==> src/qhog_pkg.sv <==
// ----------------------------------------------------------------------------
// qhog_pkg: shared types and constants for the quantile hysteresis onset gate
// Widths of the sample, marker and arithmetic paths, sequencer states and
// the request/response bundle of the shared multiply/divide unit.
// ----------------------------------------------------------------------------
package qhog_pkg;

  // sample and marker height width, signed
  localparam int SW   = 32;
  // marker position width
  localparam int CW   = 32;
  // quantile fraction bits
  localparam int QW   = 16;
  // desired position width: integer part over quantile fraction
  localparam int DW   = CW + QW;
  // number of markers per estimator
  localparam int NM   = 5;
  // operand width of the multiply/divide unit (products, numerators)
  localparam int PW   = 66;
  // divisor and multiplier width
  localparam int DVW  = 33;
  // step counter width of the multiply/divide unit
  localparam int CNTW = $clog2(PW + 1);
  // one in quantile fixed point
  localparam int QONE = 1 << QW;

  // configuration register indexes
  localparam logic [1:0] CFG_HIGH_Q = 2'd0;
  localparam logic [1:0] CFG_LOW_Q  = 2'd1;
  localparam logic [1:0] CFG_REFR   = 2'd2;
  localparam logic [1:0] CFG_WARM   = 2'd3;

  typedef enum logic {
    MDU_MUL,
    MDU_DIV
  } qhog_op_t;

  typedef enum logic [3:0] {
    ST_IDLE,
    ST_SORT,
    ST_SEED,
    ST_BOUND,
    ST_MARK,
    ST_MUL1,
    ST_DIV1,
    ST_MUL2,
    ST_DIV2,
    ST_DIV3,
    ST_CHK,
    ST_LIN,
    ST_ROT,
    ST_FIN,
    ST_GATE
  } qhog_state_t;

  typedef struct packed {
    logic            start;
    qhog_op_t        op;
    logic [PW-1:0]   opa;
    logic [DVW-1:0]  opb;
  } qhog_mdu_req_t;

  typedef struct packed {
    logic          done;
    logic [PW-1:0] result;
  } qhog_mdu_rsp_t;

endpackage

==> src/qhog_mdu.sv <==
// ----------------------------------------------------------------------------
// qhog_mdu: shared bit-serial multiply/divide unit
// Shift-add multiply (one multiplier bit per cycle) and restoring unsigned
// division (one quotient bit per cycle). Division by zero returns zero.
// ----------------------------------------------------------------------------
module qhog_mdu
  import qhog_pkg::*;
(
  input  logic          clk,
  input  logic          rst_n,
  input  qhog_mdu_req_t req,
  output qhog_mdu_rsp_t rsp
);

  logic            busy_r, busy_nxt;
  logic            done_r, done_nxt;
  qhog_op_t        op_r, op_nxt;
  logic [CNTW-1:0] cnt_r, cnt_nxt;
  logic [PW-1:0]   acc_r, acc_nxt;
  logic [PW-1:0]   sh_r, sh_nxt;
  logic [DVW-1:0]  mp_r, mp_nxt;
  logic [DVW-1:0]  rem_r, rem_nxt;
  logic [DVW:0]    trial;
  logic            ge;

  // restoring division trial subtract
  assign trial = {rem_r, sh_r[PW-1]};
  assign ge    = (trial >= {1'b0, mp_r});

  // sequencing of one operation
  always_comb begin
    busy_nxt = busy_r;
    done_nxt = 1'b0;
    op_nxt   = op_r;
    cnt_nxt  = cnt_r;
    acc_nxt  = acc_r;
    sh_nxt   = sh_r;
    mp_nxt   = mp_r;
    rem_nxt  = rem_r;
    if (req.start) begin
      op_nxt  = req.op;
      acc_nxt = '0;
      sh_nxt  = req.opa;
      mp_nxt  = req.opb;
      rem_nxt = '0;
      if (req.op == MDU_DIV) begin
        cnt_nxt = CNTW'(PW);
        if (req.opb == '0) begin
          busy_nxt = 1'b0;
          done_nxt = 1'b1;
        end else begin
          busy_nxt = 1'b1;
        end
      end else begin
        cnt_nxt  = CNTW'(DVW);
        busy_nxt = 1'b1;
      end
    end else if (busy_r) begin
      unique case (op_r)
        MDU_MUL: begin
          if (mp_r[0]) acc_nxt = acc_r + sh_r;
          sh_nxt = {sh_r[PW-2:0], 1'b0};
          mp_nxt = {1'b0, mp_r[DVW-1:1]};
        end
        MDU_DIV: begin
          if (ge) rem_nxt = DVW'(trial - {1'b0, mp_r});
          else    rem_nxt = trial[DVW-1:0];
          acc_nxt = {acc_r[PW-2:0], ge};
          sh_nxt  = {sh_r[PW-2:0], 1'b0};
        end
        default: ;
      endcase
      cnt_nxt = cnt_r - CNTW'(1);
      if (cnt_r == CNTW'(1)) begin
        busy_nxt = 1'b0;
        done_nxt = 1'b1;
      end
    end
  end

  // control registers
  always_ff @(posedge clk) begin
    if (!rst_n) begin
      busy_r <= 1'b0;
      done_r <= 1'b0;
    end else begin
      busy_r <= busy_nxt;
      done_r <= done_nxt;
    end
  end

  // datapath registers
  always_ff @(posedge clk) begin
    op_r  <= op_nxt;
    cnt_r <= cnt_nxt;
    acc_r <= acc_nxt;
    sh_r  <= sh_nxt;
    mp_r  <= mp_nxt;
    rem_r <= rem_nxt;
  end

  assign rsp.done   = done_r;
  assign rsp.result = acc_r;

endmodule

==> config.mk <==
export PLATFORM = sky130hd
export DESIGN_NAME = qhog_mdu
export DESIGN_NICKNAME = d
export VERILOG_FILES = /design/src/qhog_pkg.sv /design/src/qhog_mdu.sv
export SDC_FILE = /design/constraint.sdc
export NUM_CORES = 1
export LEC_CHECK = 0
export BUFFER_PORTS_ARGS = -buffer_cell sky130_fd_sc_hd__buf_2
export CAP_MARGIN = 20
export CORE_MARGIN = 4
export CORE_UTILIZATION = 57
export DETAILED_ROUTE_END_ITERATION = 8
export PLACE_DENSITY = 0.78
export SYNTH_ARGS = -nofsm -noshare
export SYNTH_HDL_FRONTEND = slang
export SYNTH_SLANG_ARGS = --single-unit
==> constraint.sdc <==
create_clock -name clk -period 7.4 [get_ports clk]
set_input_delay 0 -clock clk [delete_from_list [all_inputs] [get_ports clk]]
set_output_delay 0 -clock clk [all_outputs]
set_load 0.05 [all_outputs]
# Yosys cells after proc, flatten, opt, wreduce, memory -nomap -nowiden
# Cells that the tools add are included.
[op_classes]
n_addsub = 3
n_lt_le_gt_ge = 1
n_eq_ne = 3
n_mux = 21
bitwise_logic = 1
n_reduce_logical = 5
[ops]
columns = ["cell", "n"]
rows = [
  ["2-to-1 mux 66 bit", 3],
  ["2-to-1 mux 33 bit", 4],
  ["one-hot mux 66 bit (2 select lines)", 1],
  ["adder 66 bit", 1],
  ["greater-or-equal comparator 34 x 33 -> 1 bit", 1],
  ["zero test 33 bit", 1],
  ["subtractor 33 bit", 1],
  ["2-to-1 mux 7 bit", 3],
  ["2-to-1 mux 1 bit", 10],
  ["== test 7 x 1 -> 1 bit, second input constant", 1],
  ["subtractor 7 x 1 -> 7 bit, second input constant", 1],
  ["AND reduction 2 bit", 3],
  ["!= test 2 bit, second input constant", 2],
  ["nonzero test 2 bit", 1],
  ["inverter 1 bit", 1],
]
[totals]
ff_bits = 208
input_bits = 103
out_inout_bits = 67
elab_cells = 42

# Longest topological paths before layout
# Gate-level depths: netlist (run 1).
[logic_depth]
word_depth = 4
depth_mapped = 14

# Worst setup path after synthesis (run 1)
# Ideal clock, no wire load.
[synth_timing]
kind = "register -> register"
startpoint = "register acc_r[43]"
endpoint = "register acc_r[64]"
setup_ps = 95
t_arrival_ps = 3059
required_time_ps = 7305
setup_slack_ps = 4246
path_stages_with_launch = 13
n_path_buf = 1
period_less_slack_ps = 3154
cell_sequence = "dfxtp_1 > ha_1 > clkbuf_1 > a21o_1 > a31oi_1 > nand2_1 > a211o_1 > a311o_1 > a21boi_4 > a41oi_2 > o21ai_1 > xnor2_1 > a221oi_1"
[synth_between]
elab_chain_cells = 3
[synth_lines]
columns = ["item", "line_no", "source"]
rows = [
  ["from (decl)", "qhog_mdu.sv:19", "logic [PW-1:0] acc_r, acc_nxt;"],
  ["from (signal assigned)", "qhog_mdu.sv:96", "acc_r <= acc_nxt;"],
  ["adder 66 bit", "qhog_mdu.sv:61", "if (mp_r[0]) acc_nxt = acc_r + sh_r;"],
  ["2-to-1 mux 66 bit", "qhog_mdu.sv:61", ""],
  ["one-hot mux 66 bit (2 select lines)", "qhog_mdu.sv:59", "unique case (op_r)"],
]
# No other way between the ends. The select of a mux whose other input is x is not followed.
# A chain may end at the register's enable or synchronous reset.

# Worst setup path after layout (run 1)
[layout_timing]
startpoint = "register sh_r[65]"
endpoint = "register rem_r[27]"
[layout_between]
elab_chain_cells = 2
elab_cells_between_ends = 3
cone_classes = "add/sub: 1; order compare: 1; mux: 1"
[layout_lines]
columns = ["item", "line_no", "source"]
rows = [
  ["from (decl)", "qhog_mdu.sv:20", "logic [PW-1:0] sh_r, sh_nxt;"],
  ["from (signal assigned)", "qhog_mdu.sv:97", "sh_r <= sh_nxt;"],
  ["subtractor 33 bit or greater-or-equal comparator 34 x 33 -> 1 bit (tied branches)", "qhog_mdu.sv:66, qhog_mdu.sv:28", ""],
  ["2-to-1 mux 33 bit (*)", "qhog_mdu.sv:66", "if (ge) rem_nxt = DVW'(trial - {1'b0, mp_r});"],
  ["to (signal assigned)", "qhog_mdu.sv:99", "rem_r <= rem_nxt;"],
  ["to (decl)", "qhog_mdu.sv:22", "logic [DVW-1:0] rem_r, rem_nxt;"],
]
# Mark *: on every way between the ends. The rest lies on a longest branch, timed or not.

==> flow_summary.yaml, run 1 <==
clocking:
  clockBufferDepth: 3
  cts_hold_buf: 105
  clock-root-buffer: "clkbuf_16"
  insertion_delay_ns: 0.53
  clkSinkCount: 208
  ctsResizeCount: 0
  cts_tree: "built"
  ctsHtreeMaxLevel: 1
  post_cts.repair.setup_buffers: 0
  clk_pin_slew_worst_paths_ns: 0.06
  cts_inserted_buffers: 24
drt:
  ant_nets: 0
  first_pass_iters: 5
  drtIter0Drc: 1148
  avgRoutedWirePerCell_um: 18.5
  wirelength_um: 40800
  routed_via_density: 6.14
  drc_errors: 0
  vias: 13500
finish:
  ff_latch_area_um2: 5240
  drive_gt1_frac: 0.163
  multi_input_area_um2: 8660
  synthToLayoutAreaGrowth_pct: 19.4
  fin_util: 0.690
  nets: 2062
  layout_commonest_cell: "nand2_1"
  fill_cells: 1984
  layout_common_cells: "nand2_1 (191), buf_2 (168), a21oi_1 (159)"
  finalInstanceArea_um2: 17300
global_routing:
  grtUsageTotal: 0.281
  grt_pass1_vias: 13400
  grt_pass1_wl_um: 66800
  antenna_found_initial: 1
  grt_overflow: 0
  grt_max_degree: 86
synth:
  synthesis.nets: 1851
  yosysSeqAreaShare: 0.361
  ys_ff_latch: 208
  synth-async-reset-ratio: 0
  synthFlopType: "edfxtp_1"
  synth_top_area_cell: "edfxtp_1"
  yosysUniqueCellTypes: 77
  synth_cells: 1646
  yosys_warnings: 0
  synth_area_um2: 14500
  synth_top_area_share: 0.221
  synth_area_leaders: "edfxtp_1 (22%), dfxtp_1 (14%), ha_1 (8.6%)"
  syn_area_per_cell_um2: 8.82
  synth_edf_count: 107
worst_setup_path:
  required_ns: 7.80
  crit_arrival_ns: 4.25
  critPathKind: "reg2reg"
  start_kind: "register"
  crit_path_max_fanout: 31
  end_kind: "register"
die:
  die_area_um2: 28100
  num_rows: 58
  dieWidth_um: 168
  core_um2: 25100
  die_h_um: 168
  io_pins: 170
  initial_utilization: 0.578
sta:
  worstMarginPinSlew_ns: 1.06
  grt_setup_unrepaired: "no"
  clock_skew_ns: 0.0145
  hold_viol: 0
  fin_hold_ws_ns: 0.218
  finalSetupTns_ns: 0
  finalWorstPathRequiredPeriod_ns: 3.85
  post-route-period-util: 0.521
  fmax_ghz: 0.260
  drv_slew: 0
  slew_headroom: 0.291
  setup_viol: 0
placed_design:
  place.port_buffers: 169
  place_area_um2: 15500
  hpwl_um: 27400
  gp_congestion: 1.00
pwr:
  peakVddDrop_uv: 217
  pwr-share-comb: 0.327
  p_leak_nw: 7.31
  power_switching_mw: 1.37
  sw_frac_of_total: 0.348
  internal-power_mw: 2.57
  clkPwrFrac: 0.309
  p_seq_frac: 0.364
  power_density_nw_per_um2: 228
  finalPower_mw: 3.95
hold_path:
  min_path_type: "in2reg"
outcome:
  status: "complete, no violations"
run:
  max_cap_viol_count: 0
==> metrics by stage <==
stage          std cells  setup slack [ns]
2_1_floorplan       1646              4.25
6_report            2206              3.55
4_1_cts             2204              3.56
5_1_grt             2206              3.23
3_5_place_dp        2055              3.58
3_3_place_gp        2055              3.72
==> logic make-up (layout without fill, tap and decap cells) <==
kind of cell	after synthesis	after routing	synth area share
xor+xnor	91	91	0.0549
buf+inv	161	390	0.0439
compound gates	548	548	0.242
other cells	0	1	0
mux	88	88	0.0663
flops	208	208	0.361
simple gates	448	448	0.143
fa+ha+maj	102	102	0.0889
==> worst paths after layout <==
path	startpoint	to	slack, ns	depth (start not counted)
max	sh_r[65]	rem_r[27]	3.55	14
min	req[99]	op_r	0.22	2
max reg2reg	sh_r[65]	rem_r[27]	3.55	14
min reg2reg	rem_r[10]	rem_r[10]	0.49	2
==> routing by layer <==
metal / wire (µm) / track usage / vias to the layer above
met1: 17100 / 0.363 / 6401
met2: 19300 / 0.474 / 531
met3: 2730 / 0.0434 / 112
li1: - / - / 6492
met4: 1610 / 0.114 / 0
met5: 0 / 0 / -
==> critical path: stages (launching register included) <==
cell      delay, ns
edfxtp_1       0.40
inv_1          0.12
ha_1           0.25
fa_1           0.41
nor2b_1        0.13
o21a_1         0.15
o21ai_0        0.11
a211oi_1       0.27
o21bai_1       0.16
a21bo_1        0.25
o21ai_4        0.59
buf_4          0.47
nor4b_1        0.10
a31oi_1        0.18
o21ai_0        0.12
==> registers in the layout, summed over array words and instances, names as in the netlist <==
signal  flops
acc_r      66
sh_r       66
mp_r       33
rem_r      33
cnt_r       7
busy_r      1
done_r      1
op_r        1
==> area by class of cell <==
| type | count | area share |
|---|---|---|
| tap | 330 | 0.0238 |
| multi-input combinational | 1277 | 0.499 |
| clock buffer | 34 | 0.0386 |
| timing repair buffer | 285 | 0.115 |
| antenna | 1 | 0.000144 |
| sequential | 208 | 0.302 |
| inverter | 61 | 0.0132 |
| clock inverter | 10 | 0.00744 |
==> Yosys cell counts, drive strengths merged, types with 5 or more instances <==
cell	number
buf	25
nor3	23
o2111ai	5
a31oi	24
edfxtp	107
nor2b	11
and3	11
mux2i	22
xnor2	65
o31ai	9
a21boi	7
o21a	17
and4	7
o211ai	44
nand3	23
a211oi	23
a311oi	12
xor2	26
nor4	14
mux2	66
nor2	99
clkbuf	75
o21ai	141
inv	61
a21oi	160
ha	100
nand2b	8
or3	11
and2	10
nand4	31
nand2	192
o21bai	21
dfxtp	101
a21o	54
a41oi	6
==> power by group through the flow <==
| stage | Clock, mW | Sequential [mW] | Combinational (mW) |
|---|---|---|---|
| global placement | 0 | 1.45 | 1.20 |
| global route | 1.29 | 1.45 | 1.42 |
| CTS | 1.24 | 1.43 | 1.27 |
| detailed placement | 0 | 1.46 | 1.22 |
| floorplan | 0 | 1.54 | 0.845 |
| finish | 1.22 | 1.44 | 1.29 |
No activity file was read; power rests on OpenSTA's default activity.
==> run 2: changes to the inputs <==
Settings changed: ABC_AREA set to 1, PLACE_DENSITY 0.78 to 0.77.
Clock period 7.4 ns to 3.9 ns, I/O delays scaled along.
==> run 2 against run 1 <==
Against the previous run:
- clock skew is 0.0034 ns lower
- flip-flop and latch count is the same
- critical endpoint is now done_r
- clock-buffer cell count down 1
- critical path depth down 3
- power is 91% higher
- highest routed layer unchanged
- synthesized cell count rose by 58%
- cell count up 47%
- sequential power grew 88%
- largest cell class unchanged
- largest power group unchanged
- wire length rose by 47%
==> flow_summary.yaml, run 2 <==
worst_setup_path:
  critPathKind: "in2reg"
  ff2ff_path_depth: 16
  required_ns: 4.38
  path_cells: "dlygate4sd3_1 -> buf_6 -> inv_2 -> nor4_1 -> dlygate4sd3_1 -> nand3_1 -> dlygate4sd3_1 -> nor3_1 -> a21oi_1 -> nor2_1 -> dlygate4sd3_1"
  crit_cells: 11
  cpPeakStageDelay_ns: 0.63
  crit_path_max_fanout: 74
  end_kind: "register"
  crit_path_top_delay_cell: "dlygate4sd3_1"
  crit_arrival_ns: 4.06
  start_kind: "input pin"
  critPathBufInv: 6
  crit_family: "buffers and inverters"
  cpMostUsedCell: "dlygate4sd3_1"
sta:
  slew_headroom: 0.375
  grt_setup_unrepaired: "no"
  post-route-period-util: 0.918
  hold_viol: 0
  worstMarginPinSlew_ns: 0.938
  clock_skew_ns: 0.0111
  finalSetupTns_ns: 0
  finalWorstPathRequiredPeriod_ns: 3.58
  setup_viol: 0
  drv_slew: 0
  fmax_ghz: 0.279
finish:
  drive_gt1_frac: 0.0831
  layout_commonest_cell: "nand2_1"
  antennaDiodeCount: 0
  reg_top3: "acc_r: 66 flops, sh_r: 66 flops"
  nets: 3052
  fill_cells: 2554
  synthToLayoutAreaGrowth_pct: 18.1
  layout_common_cells: "nand2_1 (918), inv_1 (365), a21oi_1 (234)"
drt:
  wirelength_um: 60000
  vias: 18400
  routed_via_density: 5.65
  drtIter0Drc: 1769
  first_pass_iters: 8
  drc_errors: 0
  ant_nets: 0
  avgRoutedWirePerCell_um: 18.5
clocking:
  clock-root-buffer: "clkbuf_16"
  cts_inserted_buffers: 24
  insertion_delay_ns: 0.54
  ctsResizeCount: 0
  ctsHtreeMaxLevel: 1
  clockBufferDepth: 3
  clk_pin_slew_worst_paths_ns: 0.06
  cts_tree: "built"
  clkSinkCount: 208
synth:
  synthFlopType: "edfxtp_1"
  yosysSeqAreaShare: 0.315
  synthesis.nets: 2812
  synth_cells: 2607
  yosys_warnings: 0
  synthMuxAreaShare: 0
  synth_common_cells: "nand2_1 (920), inv_1 (368), a21oi_1 (234)"
  synth_top_family_by_area: "simple AND/OR/NAND/NOR gates"
  ys_ff_latch: 208
  synth_edf_count: 107
  yosysMostFrequentCell: "nand2_1"
  synth_xor_area_frac: 0.0285
  synth_top_area_share: 0.208
  synth_area_um2: 16600
  synth_top_area_cell: "nand2_1"
  syn_area_per_cell_um2: 6.37
  synth_area_leaders: "nand2_1 (21%), edfxtp_1 (19%), dfxtp_1 (12%)"
  synth-compound-area-share: 0.165
  synth-async-reset-ratio: 0
  yosysUniqueCellTypes: 42
  synthAdderAreaFrac: 0.0778
  synth-simple-area-share: 0.310
die:
  initial_utilization: 0.578
  die_area_um2: 31900
  num_rows: 62
  die_h_um: 179
  dieWidth_um: 179
  io_pins: 170
  core_um2: 28700
pwr:
  p_leak_nw: 9.99
  sw_frac_of_total: 0.388
  power_switching_mw: 2.93
  power_density_nw_per_um2: 385
  clkPwrFrac: 0.294
  finalPower_mw: 7.55
  peakVddDrop_uv: 429
  pwr-share-comb: 0.347
  p_seq_frac: 0.360
  internal-power_mw: 4.62
global_routing:
  antenna_found_initial: 0
  grt_pass1_vias: 17900
  grt_max_degree: 76
  grtUsageTotal: 0.369
  grt_overflow: 0
  grt_pass1_wl_um: 93600
hold_path:
  min_path_type: "in2reg"
  min_path_cells: 2
placed_design:
  hpwl_um: 43600
  place.port_buffers: 169
  gp_congestion: 0.982
outcome:
  status: "complete, no violations"
run:
  max_cap_viol_count: 0
-- run 2: changes by cell type after synthesis, sizes merged, moves of 53 or more --
cell,previous run,this run
nand3,23,116
nor2,99,186
mux2,66,0
a21oi,160,234
inv,61,369
xnor2,65,12
nand2,192,922
-- run 2: cells by family (layout without fill, tap and decap cells) --
logic type | count (synthesis) | count (layout)
buf+inv | 445 | 703
simple gates | 1290 | 1290
xor+xnor | 54 | 54
compound gates | 508 | 508
fa+ha+maj | 102 | 102
flops | 208 | 208
-- run 2: what timing repair did --
item	in CTS	in global routing
hold endpoints to repair	115	0
hold buffers	106	0
setup buffers	0	0
-- run 2: area by class of cell --
| cell class | count | area [µm²] | area share |
|---|---|---|---|
| clock buffers | 33 | 666 | 0.0340 |
| clock inverters | 11 | 81.3 | 0.00415 |
| inverters | 369 | 1390 | 0.0708 |
| multi-input cells | 1954 | 9680 | 0.494 |
| flip-flops and latches | 208 | 5240 | 0.267 |
| well taps | 384 | 480 | 0.0245 |
| repair buffers | 290 | 2080 | 0.106 |
-- run 2: power by group through the flow --
stage	logic (mW)	registers, mW	clock network [mW]
floorplan	1.57	2.91	0
global placement	2.41	2.74	0
detailed placement	2.45	2.75	0
CTS	2.54	2.70	2.21
global route	2.88	2.73	2.30
finish	2.62	2.71	2.22
-- run 2: layer usage --
layer,share of wire,GRT usage,up-vias
li1,-,-,8869
met1,0.41,0.480,8393
met2,0.46,0.615,911
met3,0.090,0.0590,184
met4,0.045,0.148,0
met5,0,0,-
-- run 2: final timing paths --
kind         startpoint        end  slack, ns
max reg2reg     sh_r[0]  acc_r[60]       1.01
min             req[99]       op_r       0.24
max            req[100]     done_r       0.32
min reg2reg    rem_r[0]   rem_r[0]       0.49
-- run 2: worst reg2reg max path, stage by stage, from the launching register on --
cell	delay, ns
edfxtp_1	0.39
ha_1	0.26
fa_1	0.45
nand3_1	0.12
nand2_1	0.15
nand2_1	0.10
nand2_1	0.13
nand2_1	0.10
nand2_1	0.11
nand2_1	0.14
nand2_1	0.14
nand2_1	0.20
nand2_1	0.08
nand2_1	0.06
nand3_1	0.08
nand2_1	0.13
a21oi_1	0.08
-- run 2: through the flow --
step           setup slack (ns)  area [µm²]  hold slack [ns]  utilization  std cells
2_1_floorplan             0.272       16600           0.0989            -       2607
3_3_place_gp               1.10       17700            0.233        0.618       3096
3_5_place_dp               1.08       17700            0.236        0.618       3096
4_1_cts                   0.323       19500            0.248        0.681       3246
5_1_grt                   0.185       19600            0.230        0.683       3249
6_report                  0.322       19600            0.242        0.683       3249
